**config.mk**
```make
export PLATFORM = sky130hd
export DESIGN_NAME = md5_digest_engine_top
export DESIGN_NICKNAME = d
export VERILOG_FILES = /design/src/rtl/md5_pkg.sv /design/src/rtl/md5_round.sv /design/src/rtl/md5_digest_engine_top.sv
export SDC_FILE = /design/constraint.sdc
export NUM_CORES = 2
export LEC_CHECK = 0
export BUFFER_PORTS_ARGS = -buffer_cell sky130_fd_sc_hd__buf_2
export CAP_MARGIN = 20
export CORE_AREA = 2 2 359 361
export CTS_CLUSTER_SIZE = 16
export DETAILED_ROUTE_END_ITERATION = 8
export DIE_AREA = 0 0 361 363
export SLEW_MARGIN = 20
export SYNTH_ARGS = -nofsm -noshare
export SYNTH_HDL_FRONTEND = slang
export SYNTH_HIERARCHICAL = 1
export SYNTH_SLANG_ARGS = --single-unit
```
**constraint.sdc**
```tcl
create_clock -name clk_i -period 15.1 [get_ports clk_i]
set_input_delay 3.02 -clock clk_i [delete_from_list [all_inputs] [get_ports clk_i]]
set_output_delay 3.02 -clock clk_i [all_outputs]
set_load 0.005 [all_outputs]
```
**src/rtl/md5_pkg.sv**
```systemverilog
`timescale 1ns / 1ps
// ----------------------------------------------------------------------------
// MD5 package
// Shared types, constants and round tables for the MD5 digest engine.
// ----------------------------------------------------------------------------
package md5_pkg;

  localparam logic [31:0] InitA = 32'h67452301;
  localparam logic [31:0] InitB = 32'hEFCDAB89;
  localparam logic [31:0] InitC = 32'h98BADCFE;
  localparam logic [31:0] InitD = 32'h10325476;
  localparam logic [7:0]  PadByte = 8'h80;

  typedef enum logic [2:0] {
    ST_IDLE,
    ST_ROUND,
    ST_ADD,
    ST_PAD,
    ST_OUT
  } md5_state_e;

  typedef struct packed {
    logic       start;
    logic [5:0] step;
  } md5_rnd_ctl_t;

  function automatic logic [31:0] md5_k(input logic [5:0] i);
    logic [31:0] k;
    case (i)
      6'd0: k = 32'hd76aa478;  6'd1: k = 32'he8c7b756;
      6'd2: k = 32'h242070db;  6'd3: k = 32'hc1bdceee;
      6'd4: k = 32'hf57c0faf;  6'd5: k = 32'h4787c62a;
      6'd6: k = 32'ha8304613;  6'd7: k = 32'hfd469501;
      6'd8: k = 32'h698098d8;  6'd9: k = 32'h8b44f7af;
      6'd10: k = 32'hffff5bb1; 6'd11: k = 32'h895cd7be;
      6'd12: k = 32'h6b901122; 6'd13: k = 32'hfd987193;
      6'd14: k = 32'ha679438e; 6'd15: k = 32'h49b40821;
      6'd16: k = 32'hf61e2562; 6'd17: k = 32'hc040b340;
      6'd18: k = 32'h265e5a51; 6'd19: k = 32'he9b6c7aa;
      6'd20: k = 32'hd62f105d; 6'd21: k = 32'h02441453;
      6'd22: k = 32'hd8a1e681; 6'd23: k = 32'he7d3fbc8;
      6'd24: k = 32'h21e1cde6; 6'd25: k = 32'hc33707d6;
      6'd26: k = 32'hf4d50d87; 6'd27: k = 32'h455a14ed;
      6'd28: k = 32'ha9e3e905; 6'd29: k = 32'hfcefa3f8;
      6'd30: k = 32'h676f02d9; 6'd31: k = 32'h8d2a4c8a;
      6'd32: k = 32'hfffa3942; 6'd33: k = 32'h8771f681;
      6'd34: k = 32'h6d9d6122; 6'd35: k = 32'hfde5380c;
      6'd36: k = 32'ha4beea44; 6'd37: k = 32'h4bdecfa9;
      6'd38: k = 32'hf6bb4b60; 6'd39: k = 32'hbebfbc70;
      6'd40: k = 32'h289b7ec6; 6'd41: k = 32'heaa127fa;
      6'd42: k = 32'hd4ef3085; 6'd43: k = 32'h04881d05;
      6'd44: k = 32'hd9d4d039; 6'd45: k = 32'he6db99e5;
      6'd46: k = 32'h1fa27cf8; 6'd47: k = 32'hc4ac5665;
      6'd48: k = 32'hf4292244; 6'd49: k = 32'h432aff97;
      6'd50: k = 32'hab9423a7; 6'd51: k = 32'hfc93a039;
      6'd52: k = 32'h655b59c3; 6'd53: k = 32'h8f0ccc92;
      6'd54: k = 32'hffeff47d; 6'd55: k = 32'h85845dd1;
      6'd56: k = 32'h6fa87e4f; 6'd57: k = 32'hfe2ce6e0;
      6'd58: k = 32'ha3014314; 6'd59: k = 32'h4e0811a1;
      6'd60: k = 32'hf7537e82; 6'd61: k = 32'hbd3af235;
      6'd62: k = 32'h2ad7d2bb; default: k = 32'heb86d391;
    endcase
    return k;
  endfunction

  function automatic logic [4:0] md5_rot(input logic [5:0] i);
    logic [4:0] s;
    case ({i[5:4], i[1:0]})
      4'h0: s = 5'd7;  4'h1: s = 5'd12; 4'h2: s = 5'd17; 4'h3: s = 5'd22;
      4'h4: s = 5'd5;  4'h5: s = 5'd9;  4'h6: s = 5'd14; 4'h7: s = 5'd20;
      4'h8: s = 5'd4;  4'h9: s = 5'd11; 4'hA: s = 5'd16; 4'hB: s = 5'd23;
      4'hC: s = 5'd6;  4'hD: s = 5'd10; 4'hE: s = 5'd15; default: s = 5'd21;
    endcase
    return s;
  endfunction

  function automatic logic [3:0] md5_msg_idx(input logic [5:0] i);
    logic [3:0] g;
    case (i[5:4])
      2'd0: g = i[3:0];
      2'd1: g = 4'(({2'b0, i} << 2) + {2'b0, i} + 8'd1);
      2'd2: g = 4'(({2'b0, i} << 1) + {2'b0, i} + 8'd5);
      default: g = 4'(({2'b0, i} << 3) - {2'b0, i});
    endcase
    return g;
  endfunction

endpackage

```
**src/rtl/md5_round.sv**
```systemverilog
`timescale 1ns / 1ps
// ----------------------------------------------------------------------------
// MD5 round unit
// One MD5 step per cycle on the working words; 64 steps per block.
// ----------------------------------------------------------------------------
module md5_round (
  input  logic                  clk_i,
  input  md5_pkg::md5_rnd_ctl_t ctl_i,
  input  logic [127:0]          chain_i,
  input  logic [31:0]           msg_i,
  output logic [3:0]            msg_idx_o,
  output logic [127:0]          work_o
);
  import md5_pkg::*;

  logic [31:0] a_q, b_q, c_q, d_q;
  logic [31:0] a, b, c, d, f, sum, rot;
  logic [4:0]  s;

  always_comb begin
    a = ctl_i.start ? chain_i[31:0]   : a_q;
    b = ctl_i.start ? chain_i[63:32]  : b_q;
    c = ctl_i.start ? chain_i[95:64]  : c_q;
    d = ctl_i.start ? chain_i[127:96] : d_q;
    case (ctl_i.step[5:4])
      2'd0: f = (b & c) | (~b & d);
      2'd1: f = (b & d) | (c & ~d);
      2'd2: f = b ^ c ^ d;
      default: f = c ^ (b | ~d);
    endcase
    s   = md5_rot(ctl_i.step);
    sum = a + f + msg_i + md5_k(ctl_i.step);
    rot = (sum << s) | (sum >> (6'd32 - {1'b0, s}));
  end

  assign msg_idx_o = md5_msg_idx(ctl_i.step);
  assign work_o    = {d_q, c_q, b_q, a_q};

  always_ff @(posedge clk_i) begin
    a_q <= d;
    b_q <= b + rot;
    c_q <= b;
    d_q <= c;
  end

endmodule

```
**src/rtl/md5_digest_engine_top.sv**
```systemverilog
`timescale 1ns / 1ps
// ----------------------------------------------------------------------------
// MD5 digest engine
// Streaming MD5: bytes in, four little-endian digest words out per message.
// ----------------------------------------------------------------------------
// Channel | Direction | Signals
// in      | in        | in_valid_i/in_ready_o, data_byte_i, byte_present_i, last_byte_i
// out     | out       | out_valid_o/out_ready_i, digest_word_o, word_index_o, last_word_o
// Bytes are taken in the idle state; the 64th byte of a block starts 64 rounds
// through the shared round unit followed by one add into the chaining words.
// Closing a message: 1 or 2 padded blocks, each a pad step, the rounds and the
// add, then 4 output words. Not ready while a block compresses or the digest
// drains. Reset is async.
// ----------------------------------------------------------------------------
module md5_digest_engine_top (
  input  logic        clk_i,
  input  logic        rst_ni,
  input  logic        in_valid_i,
  output logic        in_ready_o,
  input  logic [7:0]  data_byte_i,
  input  logic        byte_present_i,
  input  logic        last_byte_i,
  output logic        out_valid_o,
  input  logic        out_ready_i,
  output logic [31:0] digest_word_o,
  output logic [1:0]  word_index_o,
  output logic        last_word_o
);
  import md5_pkg::*;

  md5_state_e   state_q, state_d;
  logic [31:0]  buf_q [16];
  logic [127:0] chain_q;
  logic [63:0]  cnt_q;
  logic [5:0]   step_q;
  logic         closing_q;   // message is being closed
  logic         final_q;     // current block is the length block
  logic         padded_q;    // 0x80 already placed
  logic [1:0]   oidx_q;
  logic         acc;
  logic [5:0]   pos;
  logic [3:0]   midx;
  logic [127:0] work;
  md5_rnd_ctl_t ctl;

  assign acc = in_valid_i && in_ready_o;
  assign pos = cnt_q[5:0];
  assign ctl.start = (step_q == 6'd0);
  assign ctl.step  = step_q;

  md5_round u_round (
    .clk_i    (clk_i),
    .ctl_i    (ctl),
    .chain_i  (chain_q),
    .msg_i    (buf_q[midx]),
    .msg_idx_o(midx),
    .work_o   (work)
  );

  always_comb begin
    state_d = state_q;
    unique case (state_q)
      ST_IDLE: begin
        if (acc) begin
          if (byte_present_i && pos == 6'd63) state_d = ST_ROUND;
          else if (last_byte_i) state_d = ST_PAD;
        end
      end
      ST_ROUND: if (step_q == 6'd63) state_d = ST_ADD;
      ST_ADD: begin
        if (final_q) state_d = ST_OUT;
        else if (closing_q) state_d = ST_PAD;
        else state_d = ST_IDLE;
      end
      ST_PAD: state_d = ST_ROUND;
      ST_OUT: if (out_ready_i && oidx_q == 2'd3) state_d = ST_IDLE;
      default: state_d = ST_IDLE;
    endcase
  end

  always_comb begin
    in_ready_o    = (state_q == ST_IDLE);
    out_valid_o   = (state_q == ST_OUT);
    digest_word_o = chain_q[{oidx_q, 5'd0} +: 32];
    word_index_o  = oidx_q;
    last_word_o   = (oidx_q == 2'd3);
  end

  // block buffer: byte packing and padding
  always_ff @(posedge clk_i) begin
    if (state_q == ST_IDLE && acc && byte_present_i) begin
      if (pos[1:0] == 2'd0) buf_q[pos[5:2]] <= {24'd0, data_byte_i};
      else buf_q[pos[5:2]][{pos[1:0], 3'd0} +: 8] <= data_byte_i;
    end else if (state_q == ST_PAD) begin
      for (int w = 0; w < 16; w++) begin
        if (padded_q) begin
          buf_q[w] <= 32'd0;
        end else if (4'(w) == pos[5:2]) begin
          if (pos[1:0] == 2'd0) buf_q[w] <= {24'd0, PadByte};
          else buf_q[w][{pos[1:0], 3'd0} +: 8] <= PadByte;
        end else if (4'(w) > pos[5:2]) begin
          buf_q[w] <= 32'd0;
        end
      end
      if (padded_q || pos < 6'd56) begin
        buf_q[14] <= {cnt_q[28:0], 3'd0};
        buf_q[15] <= cnt_q[60:29];
      end
    end
  end

  always_ff @(posedge clk_i or negedge rst_ni) begin
    if (!rst_ni) begin
      state_q   <= ST_IDLE;
      chain_q   <= {InitD, InitC, InitB, InitA};
      cnt_q     <= 64'd0;
      step_q    <= 6'd0;
      closing_q <= 1'b0;
      final_q   <= 1'b0;
      padded_q  <= 1'b0;
      oidx_q    <= 2'd0;
    end else begin
      state_q <= state_d;
      unique case (state_q)
        ST_IDLE: begin
          if (acc) begin
            if (byte_present_i) cnt_q <= cnt_q + 64'd1;
            closing_q <= last_byte_i;
          end
        end
        ST_ROUND: step_q <= step_q + 6'd1;
        ST_ADD: begin
          for (int i = 0; i < 4; i++) begin
            chain_q[i*32 +: 32] <= chain_q[i*32 +: 32] + work[i*32 +: 32];
          end
        end
        ST_PAD: begin
          final_q  <= padded_q || pos < 6'd56;
          padded_q <= 1'b1;
        end
        ST_OUT: begin
          if (out_ready_i) begin
            oidx_q <= oidx_q + 2'd1;
            if (oidx_q == 2'd3) begin
              chain_q   <= {InitD, InitC, InitB, InitA};
              cnt_q     <= 64'd0;
              closing_q <= 1'b0;
              final_q   <= 1'b0;
              padded_q  <= 1'b0;
            end
          end
        end
        default: ;
      endcase
    end
  end

`ifndef SYNTHESIS
  a_round_exit: assert property (@(posedge clk_i) disable iff (!rst_ni)
    state_q == ST_ROUND && step_q == 6'd63 |=> state_q == ST_ADD)
    else $error("round count did not end in add");
  a_step_idle: assert property (@(posedge clk_i) disable iff (!rst_ni)
    state_q != ST_ROUND |-> step_q == 6'd0)
    else $error("step counter not zero outside rounds");
  a_out_final: assert property (@(posedge clk_i) disable iff (!rst_ni)
    state_q == ST_OUT |-> final_q && closing_q)
    else $error("digest without closed message");
  a_out_done: assert property (@(posedge clk_i) disable iff (!rst_ni)
    out_valid_o && out_ready_i && last_word_o |=> state_q == ST_IDLE && cnt_q == 64'd0)
    else $error("engine not reset after digest");
`endif

endmodule

```
Word-level counts from Yosys, hierarchy flattened:

Memories as Yosys holds them, arrays and structs flattened.
Cells that the tools add are included.

* flip-flop bits (word level): 334
* memory bits (writable): 512
* bits in read-only memories: 2128
* input port bits: 14
* output and inout port bits: 37
* word-level logic and storage cells: 2694
* memories: 3

* add/sub/neg operators: 18
* $lt $le $gt $ge: 17
* eq/ne operators: 31
* shift-type cells: 6
* mux-type cells: 1437
* bitwise logic cells: 1149
* reductions and logical operators: 21

Memories
* (no name shown): words 64, bits a word 32, read ports 1, clocked after Yosys merged registers in 0, write ports 0, RTL line md5_pkg.sv:29 `case (i)`
* buf_q: words 16, bits a word 32, read ports 1, clocked after Yosys merged registers in 0, write ports 16, RTL line md5_digest_engine_top.sv:32 `logic [31:0] buf_q [16];`
* (no name shown): words 16, bits a word 5, read ports 1, clocked after Yosys merged registers in 0, write ports 0, RTL line md5_pkg.sv:68 `case ({i[5:4], i[1:0]})`

Operators by type and width (count)
* $mux W1: 1376
* $mux W32: 39
* $or A1 B1 Y1: 1136
* $add A32 B32 Y32: 8
* $mux W128: 2
* $mux W64: 4
* $pmux W128 S2: 1
* $and A32 B32 Y32: 4
* $or A32 B32 Y32: 4
* $pmux W64 S2: 1
* $shiftx A128 B8 Y32: 1
* $pmux W32 S3: 1
* $xor A32 B32 Y32: 3
* $add A64 B1 Y64 const B: 1
* $not A32 Y32: 2
* $eq A4 B4 Y1 const A: 8
* $gt A4 B4 Y1 const A: 8
* $reduce_or A32 Y1: 1
* $shift A8 B7 Y32 const A: 1
* $shiftx A8 B7 Y32: 1
* $shiftx A8 B7 Y32 const A: 1
* $shl A32 B5 Y32: 1
* $shr A32 B6 Y32: 1
* $mux W3: 6
* 40 further kinds: 68

Logic depth before layout (Yosys ltp):

* word-level depth: 12
* gate-level depth with buffers: 45
* gate-level depth less buffers: 41

By module:

Netlist, hierarchy kept.

By module, submodules not included
* md5_digest_engine_top: times used 1, cells an instance 3288, area an instance 39285.2 µm², sequential area each 20534.7 µm²
* md5_round: times used 1, cells an instance 2243, area an instance 17488.0 µm², sequential area each 2562.5 µm²

Least setup slack after synthesis:

Ideal clock, no wire load.

* kind: flip-flop to flip-flop
* from: register step_q[2]
* to: register u_round.b_q[30]
* library setup time: 0.127 ns
* data arrival time: 10.247 ns
* data required time: 14.973 ns
* slack: 4.726 ns
* stages on the path, launching flop included: 43
* path buffers: 5
* period minus slack after synthesis: 10.374 ns
* path through: dfrtp_1 > clkbuf_1 > inv_1 > clkbuf_1 > buf_1 > ha_1 > inv_1 > fa_1 > mux4_2 > buf_1 > clkbuf_1 > mux4_2 > inv_1 > fa_1 > inv_1 > fa_1 > ha_1 > inv_1 > (+7 left out) > xor2_1 > mux4_2 > o21a_1 > mux2_2 > a21o_1 > ha_1 > fa_1 > a21o_1 > a21oi_1 > o21ai_0 > a21o_1 > a31o_2 > a21oi_1 > nand2b_1 > a31oi_1 > nor4_1 > nor3_1 > xor2_1

* elaborated cells on any way between the ends: 33
* classes of those cells: 9 x add/sub; 2 x shift; 6 x mux; 13 x bitwise; 1 x reduce/logical; 2 x memory

RTL lines
* start, declared: RTL line md5_digest_engine_top.sv:35 `logic [5:0] step_q;`
* start signal, assigned: RTL line md5_digest_engine_top.sv:131 `ST_ROUND: step_q <= step_q + 6'd1;`
* $add A4 B4 Y4, on equally long branches: RTL line md5_pkg.sv:82, md5_pkg.sv:81
* $add A4 B3 Y4 / $add A4 B1 Y4 (equally long branches): RTL line md5_pkg.sv:82, md5_pkg.sv:81
* $pmux W4 S3 *: RTL line md5_pkg.sv:79 `case (i[5:4])`
* named net midx[2]: RTL line md5_digest_engine_top.sv:42 `logic [3:0] midx;`
* $mem_v2 Z16 W32 *
* $add A32 B32 Y32 * (2 in a row): RTL line md5_round.sv:32 `sum = a + f + msg_i + md5_k(ctl_i.step);`
* $shr A32 B6 Y32 / $shl A32 B5 Y32 (equally long branches): RTL line md5_round.sv:33 `rot = (sum << s) | (sum >> (6'd32 - {1'b0, s}));`
* $or A32 B32 Y32 *: RTL line md5_round.sv:33
* $add A32 B32 Y32 *: RTL line md5_round.sv:41 `b_q <= b + rot;`
* end signal, assigned: RTL line md5_round.sv:41
* end, declared: RTL line md5_round.sv:16 `logic [31:0] a_q, b_q, c_q, d_q;`

Mark *: on every way through the listed nets, which the timed path passes. The rest lies on a longest branch.
A chain may end at the register's enable or synchronous reset.

Worst setup path in the final report:

* from: register step_q[0]
* to: register u_round.b_q[31]

The elaborated chain is that of the path after synthesis.

==> metrics <==
final layout net count=5677; Pwr per Cell Area=79.6 nW/µm²; total track usage=0.295; Die X=361 µm; Synth warnings=6; CTS Hold Bufs=0; maximum VDD drop=0.0000902 V; Post-synth EDFFs=512; number of setup buffers added after CTS=0; gpl congestion=0.982; clk_lat worst skew=740 ps; Max-Cap Viols=0; final hold vios=0; dpl cells=6940; detailed-route vias per instance=6.30; synth unique cells=97; Rows=131; P_leak=22.1 nW; hpwl dp=142000 µm; DRC violations left=0; wire per inst=27.6 µm; via count=44870; total gr overflow=0; Max Slew Vio Count=0; post-synthesis sequential area ratio=0.407; Final min period=11570 ps; post-CTS resize count=0; Initial Utilization=0.447; Hold Startpoint=chain_q[63]; HP Class=flip-flop to flip-flop; area leader, netlist=edfxtp_1; Final ANT Viol Nets=0; Clock Tree Root=clkbuf_16; Core ar.=127000 µm²; post-synthesis cell area=56800 µm²; Async S/R FF share, synth=0.241; Synth top area share=0.271; drt initial violations=4619; Slew headroom=0.216; Post-Layout Cell Count=7124; Port Buffers=50; Worst Path Arrival=12140 ps; Critical Path Fanout Max=128; Max clock buf depth=3; Worst-path clk slew=70 ps; Die Y=363 µm; htree depth=3; Detailed Routing Iterations Pass 1=6; Slowest cell on crit path=ha_1; crit path from=step_q[0]; total negative slack=0 ps; initial antenna violation count=4; critical path class=flip-flop to flip-flop; top cells by area, synth=edfxtp_1 27%, mux4_2 9.1%, dfrtp_1 6.1%; Post-Route WL=197000 µm; syn avg cell area=10.3 µm²; Setup crit start kind=flip-flop; final setup fails=0; Layout Area Growth over Synthesis=8.91%; fmax=86.4 MHz; share of layout cells above drive strength 1=0.137; Worst-Margin Slew=1170 ps; CP max stage delay=710 ps; die area=131000 µm²; vias in the first global route=43861; net count of the mapped netlist=5829; RSZ-0062 raised after global routing=false; Synth Register Bits=843; status=finished clean; cells after synthesis=5531; clk_skew=68.8 ps; RR Startpoint=step_q[0]; CP required=15670 ps; CP endpoint kind=flip-flop; Period Utilization, post-route=0.766; TritonCTS clock tree=yes; I/O Pins=51; first-pass GRT wire length=290000 µm; clock sinks=843; pin count of the biggest net entering global routing=129; Num CTS Buffers=94; Top FF cell, synth=edfxtp_1
synthesized netlist by cell type (27+ instances only):
cell and count:
edfxtp_1 512, and2_1 426, nand2_1 391, a21oi_1 353
o21ai_0 352, nor2_1 334, clkbuf_1 324, mux4_2 229
ha_1 216, inv_1 200, xnor2_1 152, a21o_1 150
nand3_1 140, dfrtp_1 139, dfxtp_1 128, xor2_1 114
mux2i_1 104, a31oi_1 98, nor3_1 89, mux2_2 80
fa_1 68, dfstp_2 64, o211ai_1 52, buf_1 51
o22ai_1 50, a211oi_1 48, nand4_1 46, o221ai_1 46
and3_1 43, o21bai_1 37, o21a_1 33, nand2b_1 29
maj3_1 27, or3_1 27
logic make-up (layout without fill, tap and decap cells):
| kind of cell | Yosys count | in the layout | synth area share |
|---|---|---|---|
| and+or+nand+nor | 1628 | 1628 | 0.145 |
| xor gates and xnor gates | 267 | 267 | 0.0414 |
| AOI/OAI and AO/OA | 1468 | 1468 | 0.165 |
| adders and majority gates | 311 | 311 | 0.0763 |
| DFF | 843 | 843 | 0.407 |
| other | 0 | 2 | 0 |
| muxes | 414 | 414 | 0.125 |
| buffers and inverters | 600 | 529 | 0.0403 |
power by group:
part	internal [W]	leakage, nW	switching [W]
clock network	0.00142	1.58	0.00102
registers	0.00243	7.12	0
logic	0.0000122	13.4	0.0000385
layer usage:
| metal | global-route usage | part of all wire | wire length, µm | up-vias |
|---|---|---|---|---|
| met1 | 0.381 | 0.41 | 80000 | 22431 |
| met3 | 0.0387 | 0.061 | 11900 | 437 |
| li1 | - | - | - | 20242 |
| met2 | 0.495 | 0.48 | 95000 | 1758 |
| met5 | 0 | 0.000066 | 13 | - |
| met4 | 0.137 | 0.050 | 9760 | 2 |
worst paths after layout:
kind,end,slack (ps),cells after the start
max in group asynchronous,chain_q[1],11290,2
worst max register to register,u_round/b_q[31],3530,34
worst max-delay path,u_round/b_q[31],3530,34
worst min-delay path,chain_q[63],500,2
min in group asynchronous,cnt_q[9],2230,1
worst min register to register,chain_q[63],500,2
state kept, by name (all words and copies together), names as in the netlist:
register      cells
buf_q           512
chain_q         128
cnt_q            61
u_round/a_q      32
u_round/b_q      32
u_round/c_q      32
u_round/d_q      32
step_q            6
state_q           3
word_index_o      2
closing_q         1
final_q           1
padded_q          1
through the flow:
step | utilization | hold WS (ps) | worst slack [ps] | power (W) | area, µm²
2_1_floorplan | - | 454 | 4730 | 0.00250 | 56800
3_3_place_gp | 0.460 | 481 | 3720 | 0.00253 | 58500
3_5_place_dp | 0.461 | 491 | 3720 | 0.00253 | 58500
4_1_cts | 0.486 | 502 | 3620 | 0.00495 | 61800
5_1_grt | 0.487 | 523 | 2830 | 0.00504 | 61800
6_report | 0.487 | 496 | 3530 | 0.00492 | 61800
critical path: cells and delay by family, from the launching register on:
family	cells	cell delay [ps]
buffers and inverters	4	920
multiplexers	5	1900
XOR/XNOR	1	410
adder cells (fa/ha/maj)	5	2350
AO/OA/AOI/OAI	16	4210
AND/OR/NAND/NOR	3	580
flip-flops	1	590
cells in the final DEF, fill, tap and decap left out, types with 43 or more instances in the layout:
cell and instances:
nand4_1 46, a211oi_1 47, xnor2_1 149, dfxtp_1 128, and3_1 43, o21ai_1 60
ha_1 216, clkbuf_16 96, o22ai_1 48, o221ai_1 46, nor2_1 331, mux4_2 229
xor2_1 113, fa_1 68, a21oi_1 351, edfxtp_1 512, mux2i_1 103, mux2_2 80
nor3_1 89, nand3_1 140, buf_2 49, nand2_1 391, a31oi_1 98, o211ai_1 52
dfrtp_1 133, and2_1 425, buf_4 93, a21o_1 150, dfstp_2 64, o21ai_0 302
inv_1 198
layout make-up:
cell class,count,area [µm²]
Clock buffer,128,2600
Multi-Input combinational cell,4088,31600
Antenna cell,2,5.00
Clock inverter,49,648
Sequential cell,843,23100
Tap cell,1662,2080
Inverter,205,769
Fill cell,11709,65200
Timing Repair Buffer,147,1040
No activity file was read; power rests on OpenSTA's default activity.
